--- src/rtl/kmer_merge_count_correlation_assert.svh ---
// assertion macros shared by the kmer merge count correlation modules
`ifndef KMER_MERGE_COUNT_CORRELATION_ASSERT_SVH
`define KMER_MERGE_COUNT_CORRELATION_ASSERT_SVH

`ifndef NO_ASSERTIONS
// condition must hold at every clock edge outside reset
`define KMC_ASSERT(lbl, expr, msg) \
    lbl: assert property (@(posedge aclk) disable iff (!aresetn) (expr)) else $error(msg);
// condition in one cycle implies a condition in the next cycle
`define KMC_ASSERT_NEXT(lbl, pre, post, msg) \
    lbl: assert property (@(posedge aclk) disable iff (!aresetn) (pre) |=> (post)) \
        else $error(msg);
`else
`define KMC_ASSERT(lbl, expr, msg)
`define KMC_ASSERT_NEXT(lbl, pre, post, msg)
`endif

`endif

--- src/rtl/kmc_pkg.sv ---
package kmc_pkg;

    localparam int KEY_BITS_DEF = 128;
    localparam int CNT_W        = 16;
    localparam int CFG_W        = 15;
    localparam int ACC_W        = 64;
    localparam int SQ_W         = 2 * CNT_W;
    localparam int IN_TDATA_W   = 144;
    localparam int OUT_TDATA_W  = 392;

    localparam logic [CFG_W-1:0] CFG_LOW_RST  = CFG_W'(1);
    localparam logic [CFG_W-1:0] COUNT_LIMIT  = 15'h7fff;

    // configuration register indexes
    typedef enum logic [1:0] {
        CFG_FIRST_LOW   = 2'd0,
        CFG_FIRST_HIGH  = 2'd1,
        CFG_SECOND_LOW  = 2'd2,
        CFG_SECOND_HIGH = 2'd3
    } cfg_idx_t;

    typedef struct packed {
        logic [CFG_W-1:0] first_low;
        logic [CFG_W-1:0] first_high;
        logic [CFG_W-1:0] second_low;
        logic [CFG_W-1:0] second_high;
    } cfg_t;

    // per-item increments handed from the join stage to the accumulators
    typedef struct packed {
        logic             fin;
        logic [1:0]       total;
        logic [CNT_W-1:0] first;
        logic [SQ_W-1:0]  sq_first;
        logic [CNT_W-1:0] second;
        logic [SQ_W-1:0]  sq_second;
        logic [SQ_W-1:0]  product;
    } inc_t;

    function automatic logic in_range(logic [CNT_W-1:0] c, logic [CFG_W-1:0] lo,
                                      logic [CFG_W-1:0] hi);
        in_range = (c >= {1'b0, lo}) && (c <= {1'b0, hi});
    endfunction

    // saturating add, carry-out bit on top flags saturation
    function automatic logic [ACC_W:0] sat_add(logic [ACC_W-1:0] a, logic [ACC_W-1:0] b);
        logic [ACC_W:0] s;
        s = {1'b0, a} + {1'b0, b};
        sat_add = s[ACC_W] ? {1'b1, {ACC_W{1'b1}}} : s;
    endfunction

endpackage

--- src/rtl/kmc_join.sv ---
module kmc_join import kmc_pkg::*; #(
    parameter int KEY_BITS = KEY_BITS_DEF
) (
    input  logic                aclk,
    input  logic                aresetn,
    input  cfg_t                cfg,
    input  logic                in_valid,
    output logic                in_ready,
    input  logic                in_fin,
    input  logic                in_second,
    input  logic [KEY_BITS-1:0] in_key,
    input  logic [CNT_W-1:0]    in_occ,
    output logic                inc_valid,
    input  logic                inc_ready,
    output inc_t                inc
);

    `include "kmer_merge_count_correlation_assert.svh"

    logic                pend_v_reg;
    logic [KEY_BITS-1:0] pend_key_reg;
    logic [CNT_W-1:0]    pend_occ_reg;
    logic                inc_v_reg;
    inc_t                inc_reg;
    inc_t                inc_next;
    logic                take;
    logic                match;
    logic                flush;
    logic                pair;
    logic                sec_single;
    logic                add_first;
    logic                add_second;
    logic                add_pair;

    assign in_ready  = !inc_v_reg || inc_ready;
    assign take      = in_valid && in_ready;
    assign inc_valid = inc_v_reg;
    assign inc       = inc_reg;

    // classify the transaction against the pending first-table entry
    always_comb begin
        match      = pend_v_reg && (pend_key_reg == in_key);
        flush      = pend_v_reg && (in_fin || !in_second || !match);
        pair       = !in_fin && in_second && match;
        sec_single = !in_fin && in_second && !match;
        add_pair   = pair && (in_range(pend_occ_reg, cfg.first_low, cfg.first_high) ||
                              in_range(in_occ, cfg.second_low, cfg.second_high));
        add_first  = flush && in_range(pend_occ_reg, cfg.first_low, cfg.first_high);
        add_second = sec_single && in_range(in_occ, cfg.second_low, cfg.second_high);
    end

    // increments: counts, squares and product
    always_comb begin
        inc_next.fin       = in_fin;
        inc_next.total     = 2'(add_first) + 2'(add_second) + 2'(add_pair);
        inc_next.first     = (add_first || add_pair) ? pend_occ_reg : '0;
        inc_next.sq_first  = (add_first || add_pair) ? pend_occ_reg * pend_occ_reg : '0;
        inc_next.second    = (add_second || add_pair) ? in_occ : '0;
        inc_next.sq_second = (add_second || add_pair) ? in_occ * in_occ : '0;
        inc_next.product   = add_pair ? pend_occ_reg * in_occ : '0;
    end

    // pending entry and increment register
    always_ff @(posedge aclk) begin
        if (!aresetn) begin
            pend_v_reg   <= 1'b0;
            pend_key_reg <= '0;
            pend_occ_reg <= '0;
            inc_v_reg    <= 1'b0;
        end else begin
            if (in_ready) begin
                inc_v_reg <= in_valid;
            end
            if (take) begin
                pend_v_reg <= !in_fin && !in_second;
                if (!in_fin && !in_second) begin
                    pend_key_reg <= in_key;
                    pend_occ_reg <= in_occ;
                end
            end
        end
    end

    always_ff @(posedge aclk) begin
        if (take) begin
            inc_reg <= inc_next;
        end
    end

    `KMC_ASSERT_NEXT(a_pend_set, take && !in_fin && !in_second, pend_v_reg, "pending not set")
    `KMC_ASSERT_NEXT(a_pend_clr, take && (in_fin || in_second), !pend_v_reg, "pending not cleared")

endmodule

--- src/rtl/kmc_accum.sv ---
module kmc_accum import kmc_pkg::*; (
    input  logic                   aclk,
    input  logic                   aresetn,
    input  logic                   inc_valid,
    output logic                   inc_ready,
    input  inc_t                   inc,
    output logic                   m_valid,
    input  logic                   m_ready,
    output logic [OUT_TDATA_W-1:0] m_data
);

    `include "kmer_merge_count_correlation_assert.svh"

    logic [ACC_W-1:0] total_reg, first_reg, second_reg;
    logic [ACC_W-1:0] sq_first_reg, sq_second_reg, product_reg;
    logic             sat_reg;
    logic [ACC_W:0]   total_next, first_next, second_next;
    logic [ACC_W:0]   sq_first_next, sq_second_next, product_next;
    logic             sat_next;
    logic             out_v_reg;
    logic [OUT_TDATA_W-1:0] out_reg;
    logic             adv;

    // a finish waits only while the output slot holds an untaken result
    assign adv       = inc_valid && (!inc.fin || !out_v_reg || m_ready);
    assign inc_ready = adv;
    assign m_valid   = out_v_reg;
    assign m_data    = out_reg;

    // saturating sums
    always_comb begin
        total_next     = sat_add(total_reg, ACC_W'(inc.total));
        first_next     = sat_add(first_reg, ACC_W'(inc.first));
        second_next    = sat_add(second_reg, ACC_W'(inc.second));
        sq_first_next  = sat_add(sq_first_reg, ACC_W'(inc.sq_first));
        sq_second_next = sat_add(sq_second_reg, ACC_W'(inc.sq_second));
        product_next   = sat_add(product_reg, ACC_W'(inc.product));
        sat_next       = sat_reg || total_next[ACC_W] || first_next[ACC_W] ||
                         second_next[ACC_W] || sq_first_next[ACC_W] ||
                         sq_second_next[ACC_W] || product_next[ACC_W];
    end

    // accumulators and output valid
    always_ff @(posedge aclk) begin
        if (!aresetn) begin
            total_reg     <= '0;
            first_reg     <= '0;
            second_reg    <= '0;
            sq_first_reg  <= '0;
            sq_second_reg <= '0;
            product_reg   <= '0;
            sat_reg       <= 1'b0;
            out_v_reg     <= 1'b0;
        end else begin
            if (adv && inc.fin) begin
                total_reg     <= '0;
                first_reg     <= '0;
                second_reg    <= '0;
                sq_first_reg  <= '0;
                sq_second_reg <= '0;
                product_reg   <= '0;
                sat_reg       <= 1'b0;
                out_v_reg     <= 1'b1;
            end else begin
                if (adv) begin
                    total_reg     <= total_next[ACC_W-1:0];
                    first_reg     <= first_next[ACC_W-1:0];
                    second_reg    <= second_next[ACC_W-1:0];
                    sq_first_reg  <= sq_first_next[ACC_W-1:0];
                    sq_second_reg <= sq_second_next[ACC_W-1:0];
                    product_reg   <= product_next[ACC_W-1:0];
                    sat_reg       <= sat_next;
                end
                if (m_ready) begin
                    out_v_reg <= 1'b0;
                end
            end
        end
    end

    // result payload
    always_ff @(posedge aclk) begin
        if (adv && inc.fin) begin
            out_reg <= {7'd0, sat_next, product_next[ACC_W-1:0],
                        sq_second_next[ACC_W-1:0], sq_first_next[ACC_W-1:0],
                        second_next[ACC_W-1:0], first_next[ACC_W-1:0],
                        total_next[ACC_W-1:0]};
        end
    end

    `KMC_ASSERT_NEXT(a_sat_sticky, adv && !inc.fin && sat_reg, sat_reg, "overflow flag lost")
    `KMC_ASSERT_NEXT(a_clear, adv && inc.fin, total_reg == '0 && !sat_reg, "sums not cleared")
    `KMC_ASSERT_NEXT(a_out_load, adv && inc.fin, out_v_reg, "result not presented")

endmodule

--- src/rtl/kmer_merge_count_correlation.sv ---
// a finish passes the input register and the join's increment register before m_tvalid
// rises; throughput: one transaction per cycle through the input register, the join
// stage with its pending entry and multipliers, and the saturating accumulators, but a
// finish waits in the accumulator stage only while a previous result is not yet taken
// reset: synchronous active-low aresetn clears the sums, the pending entry and the valids,
// and sets the count ranges to 1..32767
module kmer_merge_count_correlation import kmc_pkg::*; #(
    parameter int KEY_BITS = KEY_BITS_DEF
) (
    input  logic                   aclk,
    input  logic                   aresetn,
    // configuration writes
    input  logic                   cfg_wr_en,
    input  logic [1:0]             cfg_addr,
    input  logic [CFG_W-1:0]       cfg_wdata,
    // input transactions
    input  logic                   s_tvalid,
    output logic                   s_tready,
    input  logic [IN_TDATA_W-1:0]  s_tdata,   // key_upper, key_lower, occurrences
    input  logic [1:0]             s_tuser,   // finish, from_second
    // result transactions
    output logic                   m_tvalid,
    input  logic                   m_tready,
    // pair_total, sum_first, sum_second, squares_first, squares_second, sum_product,
    // overflowed, zero fill
    output logic [OUT_TDATA_W-1:0] m_tdata
);

    cfg_t                cfg_reg;
    logic                v1_reg;
    logic                fin1_reg;
    logic                sec1_reg;
    logic [KEY_BITS-1:0] key1_reg;
    logic [CNT_W-1:0]    occ1_reg;
    logic [127:0]        key_full;
    logic                join_ready;
    logic                inc_valid;
    logic                inc_ready;
    inc_t                inc;

    assign key_full = {s_tdata[63:0], s_tdata[127:64]};
    assign s_tready = !v1_reg || join_ready;

    // configuration registers
    always_ff @(posedge aclk) begin
        if (!aresetn) begin
            cfg_reg.first_low   <= CFG_LOW_RST;
            cfg_reg.first_high  <= COUNT_LIMIT;
            cfg_reg.second_low  <= CFG_LOW_RST;
            cfg_reg.second_high <= COUNT_LIMIT;
        end else if (cfg_wr_en) begin
            case (cfg_idx_t'(cfg_addr))
                CFG_FIRST_LOW:   cfg_reg.first_low   <= cfg_wdata;
                CFG_FIRST_HIGH:  cfg_reg.first_high  <= cfg_wdata;
                CFG_SECOND_LOW:  cfg_reg.second_low  <= cfg_wdata;
                CFG_SECOND_HIGH: cfg_reg.second_high <= cfg_wdata;
                default:         cfg_reg <= cfg_reg;
            endcase
        end
    end

    // input register
    always_ff @(posedge aclk) begin
        if (!aresetn) begin
            v1_reg <= 1'b0;
        end else if (s_tready) begin
            v1_reg <= s_tvalid;
        end
    end

    always_ff @(posedge aclk) begin
        if (s_tvalid && s_tready) begin
            fin1_reg <= s_tuser[0];
            sec1_reg <= s_tuser[1];
            key1_reg <= key_full[KEY_BITS-1:0];
            occ1_reg <= s_tdata[143:128];
        end
    end

    kmc_join #(
        .KEY_BITS (KEY_BITS)
    ) u_join (
        .aclk      (aclk),
        .aresetn   (aresetn),
        .cfg       (cfg_reg),
        .in_valid  (v1_reg),
        .in_ready  (join_ready),
        .in_fin    (fin1_reg),
        .in_second (sec1_reg),
        .in_key    (key1_reg),
        .in_occ    (occ1_reg),
        .inc_valid (inc_valid),
        .inc_ready (inc_ready),
        .inc       (inc)
    );

    kmc_accum u_accum (
        .aclk      (aclk),
        .aresetn   (aresetn),
        .inc_valid (inc_valid),
        .inc_ready (inc_ready),
        .inc       (inc),
        .m_valid   (m_tvalid),
        .m_ready   (m_tready),
        .m_data    (m_tdata)
    );

endmodule

--- config.mk ---
export PLATFORM = sky130hd
export DESIGN_NAME = kmer_merge_count_correlation
export DESIGN_NICKNAME = d
export VERILOG_FILES = /design/src/rtl/kmc_pkg.sv /design/src/rtl/kmc_join.sv /design/src/rtl/kmc_accum.sv /design/src/rtl/kmer_merge_count_correlation.sv
export VERILOG_INCLUDE_DIRS = /design/src /design/src/rtl
export SDC_FILE = /design/constraint.sdc
export NUM_CORES = 2
export LEC_CHECK = 0
export BUFFER_PORTS_ARGS = -buffer_cell sky130_fd_sc_hd__clkbuf_2
export CAP_MARGIN = 20
export CORE_UTILIZATION = 54
export DETAILED_ROUTE_END_ITERATION = 16
export GPL_ROUTABILITY_DRIVEN = 0
export GPL_TIMING_DRIVEN = 0
export PLACE_DENSITY = 0.72
export SYNTH_ARGS = -nofsm -noshare
export SYNTH_HDL_FRONTEND = slang
export SYNTH_SLANG_ARGS = --single-unit
--- constraint.sdc ---
create_clock -name aclk -period 13.65 [get_ports aclk]
set_input_delay 2.0475 -clock aclk [delete_from_list [all_inputs] [get_ports aclk]]
set_output_delay 2.0475 -clock aclk [all_outputs]
set_load 0.01 [all_outputs]
==> out/metrics.cfg <==
[grt]
antenna_found_initial=9
grt.total_usage_pct=34.1
grt_pass1_wl_microns=392000
grt_pass1_vias=66200
grt_max_degree=128
overflow=0

[worst_setup_path]
reg2reg_depth=24
startpoint_type=flop
rr_startpoint=occ1_reg[3]
cp-end-kind=flop
reg2reg_slack_ps=4880
crit_fanout=10
required_ps=14190
arrival_ps=9310
reg2reg_to=u_join.inc[59]
critical_path_class=reg -> reg

[power_and_ir_drop]
p_seq_share_pct=33.6
switching_power_mw=4.42
power_density_mw_per_mm2=136
intPower_mw=8.09
leakage_nw=40.1
clockPowerShare_pct=30.5
p_sw_share_pct=35.3
combPwrFrac_pct=35.9
irDropWorstVdd_v=0.000369

[detailed_routing]
post-route-drc-count=0
totalWireLength_microns=264000
antenna_left=0
vias=67900
routed_via_density=5.95
dr.pass1.iters=8
first_iter_violations=7546
wl_per_cell_microns=23.2

[yosys]
yosys-top-cells-area=edfxtp_1 24%, dfxtp_1 15%, fa_1 13%
ys_seq_area_share_pct=38.6
synth_top_cell_by_area=edfxtp_1
ys_ff_latch=1251
async_flop_share_pct=0
yosysWarnings=0
netlist.area_leader.share_pct=24.1
yosys_most_used_dff=edfxtp_1
synthCells=8556
synth.distinct_cells=108
syn_area_per_cell_sq_um=9.57
synth_area_sq_mm=0.0819
synth_edf_count=658

[timing]
drv_slew=0
final.min_clock_period_ps=8770
hold_viol=0
grt_setup_unrepaired=no
clock.fmax_ghz=0.114
setup-tns-final_ps=0
finClkSkew_ps=51.5
setup_violations=0
slew_headroom_pct=14.0
hold_slack_ps=463
tightest_slew_ps=1290
period_share_pct=64.2
fin_ws_ps=4880

[layout]
drive_gt1_share_pct=10.4
fin_util_pct=61.4
largest_reg_flops=385
final_cells=11400
syn_to_final_growth_pct=12.6
nets=10500
nFillCells=12500

[worst_hold_path]
hold_end=cfg_reg[27]
hp-start=cfg_reg[27]
worstHoldPathType=reg -> reg
hold_depth=2

[clock_tree]
cts.sinks=1251
ctsHoldBuffers=0
clk_transition_reported_paths_ps=60
numCtsBuffers=135
cts_htree_levels=4
cts_buffer_depth=3
postCtsSetupRepairBufs=0
cts_root_buffer=clkbuf_16
clock_latency_ps=810
cts_tree=yes
post_cts_resized=0

[die]
die-area_sq_mm=0.153
ios=562
rows=142
core-area_sq_mm=0.150
chipHeight_microns=391
start_util_pct=54.5
die_w_microns=391

[placement]
io_buffers=554
dp_cells=11100
dpl.hpwl_microns=205000
preCtsSetupSlack_ps=5100

[run]
drv_cap=0

[status]
status=complete, no violations

[critical path, cell delays in order, from the launching register on]
cell	delay, ps
edfxtp_1	410
clkbuf_1	840
clkinv_1	890
nor2_1	460
ha_1	320
xor2_1	190
fa_1	540
inv_1	50
fa_1	480
fa_1	510
fa_1	500
inv_1	50
fa_1	480
inv_1	40
ha_1	340
and3_1	180
and2_1	200
and3_1	200
a22o_1	280
a2111oi_2	420
o21bai_1	110
a21oi_1	350
nor2_1	150
or3_1	350
and3_1	160
[layout by cell type, fill, tap and decap left out, types with 72 or more instances in the layout]
| master | count |
|---|---|
| edfxtp_1 | 658 |
| nand3_1 | 151 |
| a311oi_1 | 164 |
| clkbuf_2 | 557 |
| ha_1 | 496 |
| xnor2_1 | 251 |
| fa_1 | 523 |
| a31oi_1 | 72 |
| and3_1 | 141 |
| nand4_1 | 78 |
| xor2_1 | 219 |
| inv_1 | 910 |
| o21ai_0 | 292 |
| nor3_1 | 128 |
| a21oi_1 | 401 |
| nor2_1 | 505 |
| nand2_1 | 1296 |
| dfxtp_1 | 593 |
| clkbuf_16 | 140 |
| clkbuf_1 | 346 |
| and2_1 | 259 |
| a21o_1 | 113 |
| a21boi_0 | 178 |
[per-layer routing]
metal | track usage, % | share of wire (%) | vias up
li1 | - | - | 30500
met1 | 42.2 | 38 | 32600
met2 | 52.1 | 44 | 3804
met3 | 8.45 | 11 | 971
met4 | 24.4 | 8.2 | 12
met5 | 0 | 0.034 | -
[power by group through the flow]
| stage | clock (mW) | sequential (mW) | combinational, mW |
|---|---|---|---|
| after global placement | 0 | 4.29 | 4.31 |
| after global routing | 3.99 | 4.20 | 5.01 |
| final | 3.82 | 4.20 | 4.50 |
| after detailed placement | 0 | 4.28 | 4.41 |
| after floorplan | 0 | 4.25 | 3.18 |
| after CTS | 3.85 | 4.20 | 4.45 |
[cell type report]
cell class / count / area [sq um] / area share [%]
antenna: 9 / 22.5 / 0.0244
tap: 2016 / 2520 / 2.74
clock inverter: 80 / 912 / 0.989
multi-input combinational: 5967 / 45100 / 48.9
sequential: 1251 / 31600 / 34.3
timing repair buffer: 571 / 3110 / 3.37
buffer: 424 / 1720 / 1.87
clock buffer: 171 / 3720 / 4.03
inverter: 920 / 3470 / 3.76
[cells by family after synthesis]
group                      Yosys count  share of synthesized area [%]
and+or+nand+nor                   2827                           16.0
AOI/OAI and AO/OA                 1616                           13.3
buffers and inverters             1344                           6.32
DFF                               1251                           38.6
adders and majority gates         1019                           20.4
xor gates and xnor gates           470                           5.03
muxes                               28                          0.362
other                                1                        0.00458
[metrics by stage]
step | instance area, sq um | power [mW]
after floorplan | 81900 | 7.43
after CTS | 92100 | 12.5
after detailed placement | 87500 | 8.68
after global routing | 92200 | 13.2
after global placement | 87200 | 8.60
final | 92200 | 12.5
[Yosys cell counts (9+ instances only)]
library cell	n
nor2b_1	58
a2111oi_0	9
a31o_2	12
edfxtp_1	658
xnor2_1	251
inv_1	912
fa_1	523
nand3_1	151
a21o_1	113
a211o_1	30
dfxtp_1	593
a21boi_0	178
o22ai_1	20
xor2_1	219
buf_2	60
a21oi_1	401
a311oi_1	164
mux2_2	13
and4_1	29
o21ai_0	292
o2111ai_1	9
or2_2	26
o21ai_1	11
o211ai_1	42
nand2b_1	38
o21bai_1	35
o2bb2ai_1	17
a221oi_1	18
buf_1	25
nand2_1	1296
a211oi_1	30
o31ai_1	11
o21a_1	55
ha_1	496
nor2_1	505
nor3_1	128
and3_1	141
mux2i_1	15
a31oi_1	72
a41oi_1	18
clkbuf_1	325
or3_1	27
and2_1	260
nor4_1	30
nand4_1	78
[how the worst max path moves through the flow]
stage | startpoint | end | slack, ps | cells after the start
floorplan | m_tready | u_accum.m_data[0] | 3050 | 5
global placement | m_tready | u_accum.m_data[298] | -130 | 6
detailed placement | occ1_reg[3] | u_join.inc[59] | 5100 | 24
CTS | occ1_reg[3] | u_join.inc[59] | 5060 | 24
global route | occ1_reg[3] | u_join.inc[59] | 4580 | 24
finish | occ1_reg[3] | u_join.inc[59] | 4880 | 24
(Power assumes the default switching activity.)
